--- config.mk ---
export PLATFORM = sky130hd
export DESIGN_NAME = priority_wait_queue
export DESIGN_NICKNAME = d
export VERILOG_FILES = /design/src/design/pwq_pkg.sv /design/src/design/priority_wait_queue.sv /design/src/design/pwq_cell.sv
export SDC_FILE = /design/constraint.sdc
export NUM_CORES = 2
export LEC_CHECK = 0
export ABC_CLOCK_PERIOD_IN_PS = 37000
export BUFFER_PORTS_ARGS = -buffer_cell sky130_fd_sc_hd__buf_2
export CAP_MARGIN = 20
export CORE_MARGIN = 2
export CORE_UTILIZATION = 47
export CTS_BUF_LIST = sky130_fd_sc_hd__clkbuf_4
export DETAILED_ROUTE_END_ITERATION = 16
export SLEW_MARGIN = 10
export SYNTH_ARGS = -nofsm -noshare
export SYNTH_HDL_FRONTEND = slang
export SYNTH_HIERARCHICAL = 1
export SYNTH_SLANG_ARGS = --single-unit
--- constraint.sdc ---
create_clock -name clk -period 37 [get_ports clk]
set_clock_uncertainty 0.05 [all_clocks]
set_input_delay 7.4 -clock clk [delete_from_list [all_inputs] [get_ports clk]]
set_output_delay 7.4 -clock clk [all_outputs]
set_load 0.05 [all_outputs]
--- src/design/pwq_pkg.sv ---
// Shared types and codes for the priority wait queue.
// No dependencies; imported by the cell, top level and checker.
package pwq_pkg;

	localparam int QUEUE_DEPTH_DEF = 32;

	localparam logic [1:0] CMD_SUSPEND    = 2'd0;
	localparam logic [1:0] CMD_RESUME     = 2'd1;
	localparam logic [1:0] CMD_RESUME_ALL = 2'd2;

	localparam logic [1:0] ST_OK    = 2'd0;
	localparam logic [1:0] ST_FULL  = 2'd1;
	localparam logic [1:0] ST_EMPTY = 2'd2;

	typedef enum logic {
		S_IDLE,
		S_DRAIN
	} ctrl_state_t;

	typedef struct packed {
		logic [7:0] task_id;
		logic [7:0] pri;
	} entry_t;

	// broadcast from the controller to every cell
	typedef struct packed {
		logic       insert;
		logic       pop;
		logic       mode;
		logic [7:0] task_id;
		logic [7:0] pri;
	} cell_ctrl_t;

endpackage

--- src/design/priority_wait_queue.sv ---
// Priority wait queue: a row of slot cells plus a command controller.
// Suspend/resume/unused: one word in the input register at a time; its result is registered.
// Resume-all of N tasks: N results, one per cycle unless the output stalls, each set by a head pop.
// Reset (arst_n low) empties the queue, selects FIFO mode, drops any pending word.
module priority_wait_queue #(
	parameter int QUEUE_DEPTH = pwq_pkg::QUEUE_DEPTH_DEF
) (
	input  logic       clk,
	input  logic       arst_n,
	input  logic       cfg_valid,
	output logic       cfg_ready,
	input  logic       queue_mode,
	input  logic       in_valid,
	output logic       in_stall,
	input  logic [1:0] cmd,
	input  logic [7:0] task_id,
	input  logic [7:0] task_priority,
	output logic       out_valid,
	input  logic       out_stall,
	output logic [1:0] status,
	output logic [7:0] woken_task,
	output logic       woken_with_error,
	output logic       last
);
	import pwq_pkg::*;

	localparam int CNT_W = $clog2(QUEUE_DEPTH + 1);

	ctrl_state_t    state_q, state_d;
	logic           mode_q;
	logic [CNT_W-1:0] count_q, count_d;
	logic           pend_q, pend_clr;
	logic [1:0]     cmd_q;
	logic [7:0]     tid_q, pri_q;

	logic           out_free, emit;
	logic [1:0]     st_d;
	logic [7:0]     wt_d;
	logic           err_d, last_d;
	logic           is_empty, is_full, is_one;

	cell_ctrl_t     ctrl;
	logic           do_insert, do_pop;
	entry_t         entries [QUEUE_DEPTH];
	logic [QUEUE_DEPTH:0] found;

	assign cfg_ready = 1'b1;
	assign in_stall  = pend_q;
	assign out_free  = !out_valid || !out_stall;
	assign is_empty  = (count_q == '0);
	assign is_full   = (count_q == CNT_W'(QUEUE_DEPTH));
	assign is_one    = (count_q == CNT_W'(1));

	always_ff @(posedge clk or negedge arst_n) begin
		if (!arst_n) begin
			mode_q <= 1'b0;
		end else if (cfg_valid && cfg_ready) begin
			mode_q <= queue_mode;
		end
	end

	always_ff @(posedge clk or negedge arst_n) begin
		if (!arst_n) begin
			pend_q <= 1'b0;
		end else if (in_valid && !in_stall) begin
			pend_q <= 1'b1;
		end else if (pend_clr) begin
			pend_q <= 1'b0;
		end
	end

	always_ff @(posedge clk) begin
		if (in_valid && !in_stall) begin
			cmd_q <= cmd;
			tid_q <= task_id;
			pri_q <= task_priority;
		end
	end

	always_ff @(posedge clk or negedge arst_n) begin
		if (!arst_n) begin
			state_q <= S_IDLE;
			count_q <= '0;
		end else begin
			state_q <= state_d;
			count_q <= count_d;
		end
	end

	always_comb begin
		state_d   = state_q;
		count_d   = count_q;
		pend_clr  = 1'b0;
		emit      = 1'b0;
		do_insert = 1'b0;
		do_pop    = 1'b0;
		st_d      = ST_OK;
		wt_d      = '0;
		err_d     = 1'b0;
		last_d    = 1'b1;
		unique case (state_q)
			S_IDLE: begin
				if (pend_q && out_free) begin
					pend_clr = 1'b1;
					emit     = 1'b1;
					unique case (cmd_q)
						CMD_SUSPEND: begin
							if (is_full) begin
								st_d = ST_FULL;
							end else begin
								do_insert = 1'b1;
								count_d   = count_q + CNT_W'(1);
							end
						end
						CMD_RESUME: begin
							if (is_empty) begin
								st_d = ST_EMPTY;
							end else begin
								do_pop  = 1'b1;
								wt_d    = entries[0].task_id;
								count_d = count_q - CNT_W'(1);
							end
						end
						CMD_RESUME_ALL: begin
							if (is_empty) begin
								st_d = ST_EMPTY;
							end else begin
								do_pop  = 1'b1;
								wt_d    = entries[0].task_id;
								err_d   = 1'b1;
								last_d  = is_one;
								count_d = count_q - CNT_W'(1);
								if (!is_one) begin
									state_d = S_DRAIN;
								end
							end
						end
						default: begin
						end
					endcase
				end
			end
			S_DRAIN: begin
				if (out_free) begin
					emit    = 1'b1;
					do_pop  = 1'b1;
					wt_d    = entries[0].task_id;
					err_d   = 1'b1;
					last_d  = is_one;
					count_d = count_q - CNT_W'(1);
					if (is_one) begin
						state_d = S_IDLE;
					end
				end
			end
			default: begin
				state_d = S_IDLE;
			end
		endcase
	end

	always_ff @(posedge clk or negedge arst_n) begin
		if (!arst_n) begin
			out_valid <= 1'b0;
		end else if (emit) begin
			out_valid <= 1'b1;
		end else if (!out_stall) begin
			out_valid <= 1'b0;
		end
	end

	always_ff @(posedge clk) begin
		if (emit) begin
			status           <= st_d;
			woken_task       <= wt_d;
			woken_with_error <= err_d;
			last             <= last_d;
		end
	end

	assign ctrl.insert  = do_insert;
	assign ctrl.pop     = do_pop;
	assign ctrl.mode    = mode_q;
	assign ctrl.task_id = tid_q;
	assign ctrl.pri     = pri_q;

	assign found[0] = 1'b0;

	for (genvar i = 0; i < QUEUE_DEPTH; i++) begin : g_cell
		entry_t prev_e, next_e;
		logic   occ;

		assign occ = (CNT_W'(i) < count_q);

		if (i == 0) begin : g_first
			assign prev_e = '0;
		end else begin : g_mid_prev
			assign prev_e = entries[i-1];
		end

		if (i == QUEUE_DEPTH - 1) begin : g_end
			assign next_e = entries[i];
		end else begin : g_mid_next
			assign next_e = entries[i+1];
		end

		pwq_cell u_cell (
			.clk        (clk),
			.ctrl       (ctrl),
			.occ        (occ),
			.found_in   (found[i]),
			.found_out  (found[i+1]),
			.prev_entry (prev_e),
			.next_entry (next_e),
			.entry      (entries[i])
		);
	end

endmodule

--- src/design/pwq_cell.sv ---
// One queue slot: holds a task ID and priority, shifts right on insert
// and left on pop. Depends on pwq_pkg.
module pwq_cell (
	input  logic                clk,
	input  pwq_pkg::cell_ctrl_t ctrl,
	input  logic                occ,
	input  logic                found_in,
	output logic                found_out,
	input  pwq_pkg::entry_t     prev_entry,
	input  pwq_pkg::entry_t     next_entry,
	output pwq_pkg::entry_t     entry
);
	import pwq_pkg::*;

	entry_t entry_q;
	logic   hit;

	// free slot, or in priority mode a strictly less urgent occupant
	assign hit       = !occ || (ctrl.mode && (ctrl.pri < entry_q.pri));
	assign found_out = found_in || hit;
	assign entry     = entry_q;

	always_ff @(posedge clk) begin
		if (ctrl.insert) begin
			if (found_in) begin
				entry_q <= prev_entry;
			end else if (hit) begin
				entry_q.task_id <= ctrl.task_id;
				entry_q.pri     <= ctrl.pri;
			end
		end else if (ctrl.pop) begin
			entry_q <= next_entry;
		end
	end

endmodule

# == Yosys cells after proc, flatten, opt, wreduce, memory -nomap -nowiden ==
# Index checks and enable logic that the tools add are counted.
# classes
add_sub_neg,2
magnitude_cmp,64
n_eq_ne,41
n_mux,169
bitwise,2
reduce_logical,172
# ops
cell,n
$mux W16,125
$lt A8 B8 Y1,32
$lt A5 B6 Y1 const A,16
$ne A3 B1 Y1 const B,30
$reduce_and A2 Y1,32
$logic_or A1 B1 Y1,63
$lt A4 B6 Y1 const A,8
$logic_not A1 Y1,35
$logic_and A1 B1 Y1,34
$mux W8,4
$mux W1,26
$lt A3 B6 Y1 const A,4
$mux W6,4
$pmux W6 S2,2
$pmux W8 S2,1
$lt A1 B6 Y1 const A,2
$lt A2 B6 Y1 const A,2
$pmux W1 S2,5
$add A6 B1 Y6 const B,1
$eq A6 B1 Y1 const B,1
$eq A6 B6 Y1 const B,1
$logic_not A6 Y1,1
$ne A2 B1 Y1 const B,3
$ne A3 B3 Y1 const B,2
12 further kinds,16
# totals
ff_bits,552
inputBits,24
out_inout_bits,15
word_cells,526

# == Logic depth before layout (Yosys ltp) ==
# logic_depth
word_depth,35
depth_mapped,101
mapped_depth_nobuf,68

# == Modules after synthesis ==
# The synthesis kept the hierarchy.
# modules_own_cells
module,n_inst,cells_each,area_per_inst_um2,seq_area_each_um2
pwq_cell,32,99,1024.7,480.5
priority_wait_queue,1,181,2024.4,1151.1

# == Worst setup path after synthesis ==
# OpenSTA, ideal clock, no wires.
# synth_timing
path_kind,register to register
from,register pri_q[3]
to,"register g_cell[31].u_cell.entry_q, in the netlist g_cell[31].u_cell/entry[0], enable pin"
setup_ps,458
arrival_ps,15043
t_required_ps,36492
path_slack_ps,21449
stages_incl_launch_ff,98
path_buffers,31
period_less_slack_ps,15551
path_cell_list,edfxtp_1 ha_1 o21ai_0 o311ai_1 nand3_1 buf_2 nor2b_1 nand3_1 buf_2 nor2b_1 nand3_1 buf_2 nor2b_1 nand3_1 buf_2 nor2b_1 nand3_1 buf_2 [... 62 more ...] buf_2 nor2b_1 nand3_1 buf_2 nor2b_1 nand3_1 buf_2 nor2b_1 nand3_1 buf_2 nor2b_1 nand3_1 buf_2 nor2b_1 nand3_1 buf_2 nor2b_1 a41oi_1
# synth_via
elab_chain_cells,35
elab_cells_between_ends,128
cone_classes,32 x order compare; 96 x reduce/logical
# synth_lines
element,line,text
start: declaration,priority_wait_queue.sv:34,"logic [7:0] tid_q, pri_q;"
start signal: assignment,priority_wait_queue.sv:76,pri_q <= task_priority;
$lt A8 B8 Y1,pwq_cell.sv:19,assign hit = !occ || (ctrl.mode && (ctrl.pri < entry_q.pri));
$logic_and A1 B1 Y1,pwq_cell.sv:19,
$logic_or A1 B1 Y1,pwq_cell.sv:19,
via found[1],priority_wait_queue.sv:45,logic [QUEUE_DEPTH:0] found;
$logic_or A1 B1 Y1,pwq_cell.sv:20,assign found_out = found_in || hit;
via found[2],priority_wait_queue.sv:45,
$logic_or A1 B1 Y1,pwq_cell.sv:20,
via found[3],priority_wait_queue.sv:45,
[... 1 more ...],--,
via found[4],priority_wait_queue.sv:45,
[... 1 more ...],--,
via found[5],priority_wait_queue.sv:45,
[... 1 more ...],--,
via found[6],priority_wait_queue.sv:45,
[... 1 more ...],--,
via found[7],priority_wait_queue.sv:45,
[... 1 more ...],--,
via found[8],priority_wait_queue.sv:45,
[... 1 more ...],--,
via found[9],priority_wait_queue.sv:45,
[... 1 more ...],--,
via found[10],priority_wait_queue.sv:45,
[... 1 more ...],--,
via found[11],priority_wait_queue.sv:45,
[... 1 more ...],--,
via found[12],priority_wait_queue.sv:45,
[... 1 more ...],--,
via found[13],priority_wait_queue.sv:45,
[... 1 more ...],--,
via found[14],priority_wait_queue.sv:45,
[... 1 more ...],--,
via found[15],priority_wait_queue.sv:45,
[... 1 more ...],--,
via found[16],priority_wait_queue.sv:45,
[... 1 more ...],--,
via found[17],priority_wait_queue.sv:45,
[... 1 more ...],--,
via found[18],priority_wait_queue.sv:45,
[... 1 more ...],--,
via found[19],priority_wait_queue.sv:45,
[... 1 more ...],--,
via found[20],priority_wait_queue.sv:45,
[... 1 more ...],--,
via found[21],priority_wait_queue.sv:45,
[... 1 more ...],--,
via found[22],priority_wait_queue.sv:45,
[... 1 more ...],--,
via found[23],priority_wait_queue.sv:45,
[... 1 more ...],--,
via found[24],priority_wait_queue.sv:45,
[... 1 more ...],--,
via found[25],priority_wait_queue.sv:45,
[... 1 more ...],--,
via found[26],priority_wait_queue.sv:45,
[... 1 more ...],--,
via found[27],priority_wait_queue.sv:45,
[... 1 more ...],--,
via found[28],priority_wait_queue.sv:45,
$logic_or A1 B1 Y1,pwq_cell.sv:20,
via found[29],priority_wait_queue.sv:45,
$logic_or A1 B1 Y1,pwq_cell.sv:20,
via found[30],priority_wait_queue.sv:45,
$logic_or A1 B1 Y1,pwq_cell.sv:20,
via found[31],priority_wait_queue.sv:45,
$reduce_bool A2 Y1 (no line),--,
$reduce_and A2 Y1 (no line),--,
end signal: assignment,pwq_cell.sv:26,entry_q <= prev_entry;
end signal: assignment,pwq_cell.sv:32,entry_q <= next_entry;
end: declaration,pwq_cell.sv:15,entry_t entry_q;
# The timed path passes the listed nets, and every way through them passes these cells.
# A chain may end at the register's enable or synchronous reset.

# == Worst setup path in the final report ==
# layout_timing
from,register count_q[1]
to,"register g_cell[31].u_cell.entry_q, in the netlist g_cell[31].u_cell/entry[1], enable pin"
# layout_via
elab_chain_cells,35
elab_cells_between_ends,133
cone_classes,32 x order compare; 1 x eq/ne; 4 x mux; 96 x reduce/logical
# layout_lines
element,line,text
start: declaration,priority_wait_queue.sv:31,"logic [CNT_W-1:0] count_q, count_d;"
start signal: assignment,priority_wait_queue.sv:86,count_q <= count_d;
$lt A1 B6 Y1,priority_wait_queue.sv:193,assign occ = (CNT_W'(i) < count_q);
via g_cell[0].occ,priority_wait_queue.sv:191,logic occ;
$logic_not A1 Y1,pwq_cell.sv:19,
$logic_or A1 B1 Y1,pwq_cell.sv:19,
via found[1],priority_wait_queue.sv:45,
$logic_or A1 B1 Y1,pwq_cell.sv:20,
via found[2],priority_wait_queue.sv:45,
$logic_or A1 B1 Y1,pwq_cell.sv:20,
via found[3],priority_wait_queue.sv:45,
[... 1 more ...],--,
via found[4],priority_wait_queue.sv:45,
[... 1 more ...],--,
via found[5],priority_wait_queue.sv:45,
[... 1 more ...],--,
via found[6],priority_wait_queue.sv:45,
[... 1 more ...],--,
via found[7],priority_wait_queue.sv:45,
[... 1 more ...],--,
via found[8],priority_wait_queue.sv:45,
[... 1 more ...],--,
via found[9],priority_wait_queue.sv:45,
[... 1 more ...],--,
via found[10],priority_wait_queue.sv:45,
[... 1 more ...],--,
via found[11],priority_wait_queue.sv:45,
[... 1 more ...],--,
via found[12],priority_wait_queue.sv:45,
[... 1 more ...],--,
via found[13],priority_wait_queue.sv:45,
[... 1 more ...],--,
via found[14],priority_wait_queue.sv:45,
[... 1 more ...],--,
via found[15],priority_wait_queue.sv:45,
[... 1 more ...],--,
via found[16],priority_wait_queue.sv:45,
[... 1 more ...],--,
via found[17],priority_wait_queue.sv:45,
[... 1 more ...],--,
via found[18],priority_wait_queue.sv:45,
[... 1 more ...],--,
via found[19],priority_wait_queue.sv:45,
[... 1 more ...],--,
via found[20],priority_wait_queue.sv:45,
[... 1 more ...],--,
via found[21],priority_wait_queue.sv:45,
[... 1 more ...],--,
via found[22],priority_wait_queue.sv:45,
[... 1 more ...],--,
via found[23],priority_wait_queue.sv:45,
[... 1 more ...],--,
via found[24],priority_wait_queue.sv:45,
[... 1 more ...],--,
via found[25],priority_wait_queue.sv:45,
[... 1 more ...],--,
via found[26],priority_wait_queue.sv:45,
[... 1 more ...],--,
via found[27],priority_wait_queue.sv:45,
[... 1 more ...],--,
via found[28],priority_wait_queue.sv:45,
$logic_or A1 B1 Y1,pwq_cell.sv:20,
via found[29],priority_wait_queue.sv:45,
$logic_or A1 B1 Y1,pwq_cell.sv:20,
via found[30],priority_wait_queue.sv:45,
$logic_or A1 B1 Y1,pwq_cell.sv:20,
via found[31],priority_wait_queue.sv:45,
$reduce_bool A2 Y1 (no line),--,
$reduce_and A2 Y1 (no line),--,
# The timed path passes the listed nets, and every way through them passes these cells.

==> out/qor.csv <==
stage,metric,value,unit
clock_network,cts_max_path_buffers,3,
timing,setup_violations,0,
route,drc_errors,0,
worst_setup_path,critPathLaunchType,flop,
global_routing,antenna_found_initial,4,
route,wl_per_cell,22.3,µm
job,maxCapViolations,0,
finish,multiInputGateArea,16500,µm²
worst_setup_path,end_kind,flop,
power_and_ir_drop,leakagePower,0.0185,µW
place,globalplace.congestion,0.873,
clock_network,postCtsHoldBufs,0,
route,viasPerCell,5.91,
clock_network,cts_setup_buffers,0,
finish,finalNetCount,3683,
timing,slew_viol_final,0,
worst_setup_path,path_max_fanout,17,
power_and_ir_drop,clkPwrFrac,29.4,%
timing,whs,0.520,ns
power_and_ir_drop,seq_power_share,47.2,%
route,wirelength,100,mm
clock_network,cts_buffers,159,
clock_network,clk_latency,0.99,ns
worst_setup_path,worst-setup-path-type,reg2reg,
timing,period_needed,33.99,ns
worst_setup_path,crit_slowest_cell,nand3_1,
global_routing,grt_overflow,0,
floorplanning,die_height,276,µm
finish,seq_area,16500,µm²
clock_network,cts_root_buffer,clkbuf_4,
clock_network,clock-sinks,552,
timing,fmax,0.0294,GHz
route,first_pass_iters,8,
floorplanning,coreArea,73100,µm²
worst_setup_path,worst_path_most_repeated_cell,nor2b_1,
power_and_ir_drop,internal_power,1310,µW
finish,nFillCells,6618,
worst_setup_path,worstPathRequired,37.65,ns
place,io_buffer_count,37,
clock_network,cts_tree,yes,
timing,tightest_slew,1.11,ns
place,dp_hpwl,67.8,mm
floorplanning,io_pins,39,
power_and_ir_drop,power_switching,650,µW
yosys,yosys_warnings,6,
place,dpl_worst_slack,-1.26,ns
run_status,outcome,finished clean,
finish,area_growth,9.06,%
yosys,synth.avg_cell_area,10.4,µm²
hold_path,hp-class,reg2reg,
global_routing,grt_pass1_wl,154,mm
worst_setup_path,critPathMaxStageDelay,0.79,ns
route,drtIter0Drc,2369,
timing,fin_ws,3.01,ns
floorplanning,rows,99,
finish,final_cell_mix,"554 x nor2_1, 542 x edfxtp_1, 514 x a21oi_1, 512 x mux2i_1, 264 x inv_1",
finish,layout-drive-gt1-share,12.3,%
floorplanning,initial_core_util,47.6,%
yosys,syn_area,34800,µm²
yosys,postSynthCellCount,3348,
global_routing,grt_max_degree,220,
timing,grt_setup_unrepaired,false,
timing,slew_headroom,26.1,%
timing,period_share,91.9,%
global_routing,grt_pass1_vias,26985,
worst_setup_path,crit_arrival,34.63,ns
route,drtAntennaViolNets,0,
finish,final_common_cell,nor2_1,
power_and_ir_drop,power_density,51.6,nW/µm²
timing,hold_violations,0,
floorplanning,fp.dieW,276,µm
global_routing,grtUsageTotal,25.9,%
clock_network,clk_pin_slew_worst_paths,0.06,ns
power_and_ir_drop,swShare,33.2,%
route,num_vias,26546,
power_and_ir_drop,vdd.ir_drop.worst,0.0279,mV
floorplanning,dieArea,76300,µm²
power_and_ir_drop,combPwrFrac,23.4,%
clock_network,cts_max_level,4,
[through the flow]
stage | cells | cell area (µm²) | setup TNS, ns | total power [µW] | util (%)
CTS | 4485 | 37900 | 0 | 1970 | 51.8
floorplan | 3364 | 34900 | 0 | 1220 | -
detailed placement | 4226 | 35900 | -38.93 | 1390 | 49.1
finish | 4488 | 38000 | 0 | 1960 | 51.9
global placement | 4226 | 35900 | 0 | 1370 | 49.1
global route | 4487 | 38000 | 0 | 2070 | 51.9
[per-layer routing]
layer | vias to the layer above | track usage, % | share of wire [%]
met2 | 894 | 42.8 | 48
met4 | 2 | 9.77 | 2.8
met1 | 13099 | 34.1 | 43
li1 | 12358 | - | -
met3 | 193 | 4.24 | 6.1
met5 | - | 0 | 0.013
[sequential cells by signal, summed over array words and instances (netlist names)]
register             cells
out_valid                1
woken_with_error         1
count_q                  6
mode_q                   1
status                   2
tid_q                    8
pri_q                    8
last                     1
in_stall                 1
g_cell.u_cell/entry    512
state_q                  1
cmd_q                    2
woken_task               8
[area by class of cell]
| cell class | count | share of cell area, % |
|---|---|---|
| tap | 959 | 3.16 |
| clock buffer | 225 | 4.45 |
| clock inverter | 34 | 0.705 |
| sequential | 552 | 43.5 |
| antenna | 2 | 0.0132 |
| timing repair buffer | 108 | 2.02 |
| inverter | 264 | 2.61 |
| multi-input combinational | 2344 | 43.5 |
[path summary, 6_finish.rpt]
path,from,endpoint,slack (ns),cells after the start
setup / recovery,count_q[1],g_cell[31].u_cell/entry[1],3.01,70
min in group asynchronous,arst_n,mode_q,6.28,1
hold / removal,g_cell[0].u_cell/entry[12],woken_task[4],0.52,1
setup reg to reg,count_q[1],g_cell[31].u_cell/entry[1],3.01,70
max in group asynchronous,arst_n,count_q[2],30.29,1
hold reg to reg,g_cell[0].u_cell/entry[12],woken_task[4],0.52,1
[critical path, delay by kind of cell, from the launching register on]
kind                     cells  cell delay, ns
flip-flops                   1            0.50
AND/OR/NAND/NOR             65           31.95
adder cells (fa/ha/maj)      1            0.28
AO/OA/AOI/OAI                1            0.14
buffers and inverters        3            0.66
[power groups by stage]
| stage | Sequential, µW | Clock [µW] | Combinational, µW |
|---|---|---|---|
| after global routing | 936 | 624 | 511 |
| final | 925 | 576 | 459 |
| after global placement | 934 | 0 | 439 |
| after detailed placement | 937 | 0 | 453 |
| after floorplan | 902 | 0 | 318 |
| after CTS | 924 | 592 | 455 |
[timing repair]
item	in CTS	in global routing
resized for setup	4	10
endpoints found under the hold margin	0	0
endpoints found under the setup margin	49	96
pin swaps	0	0
cloned	0	0
Power figures use the tool's default switching activity.
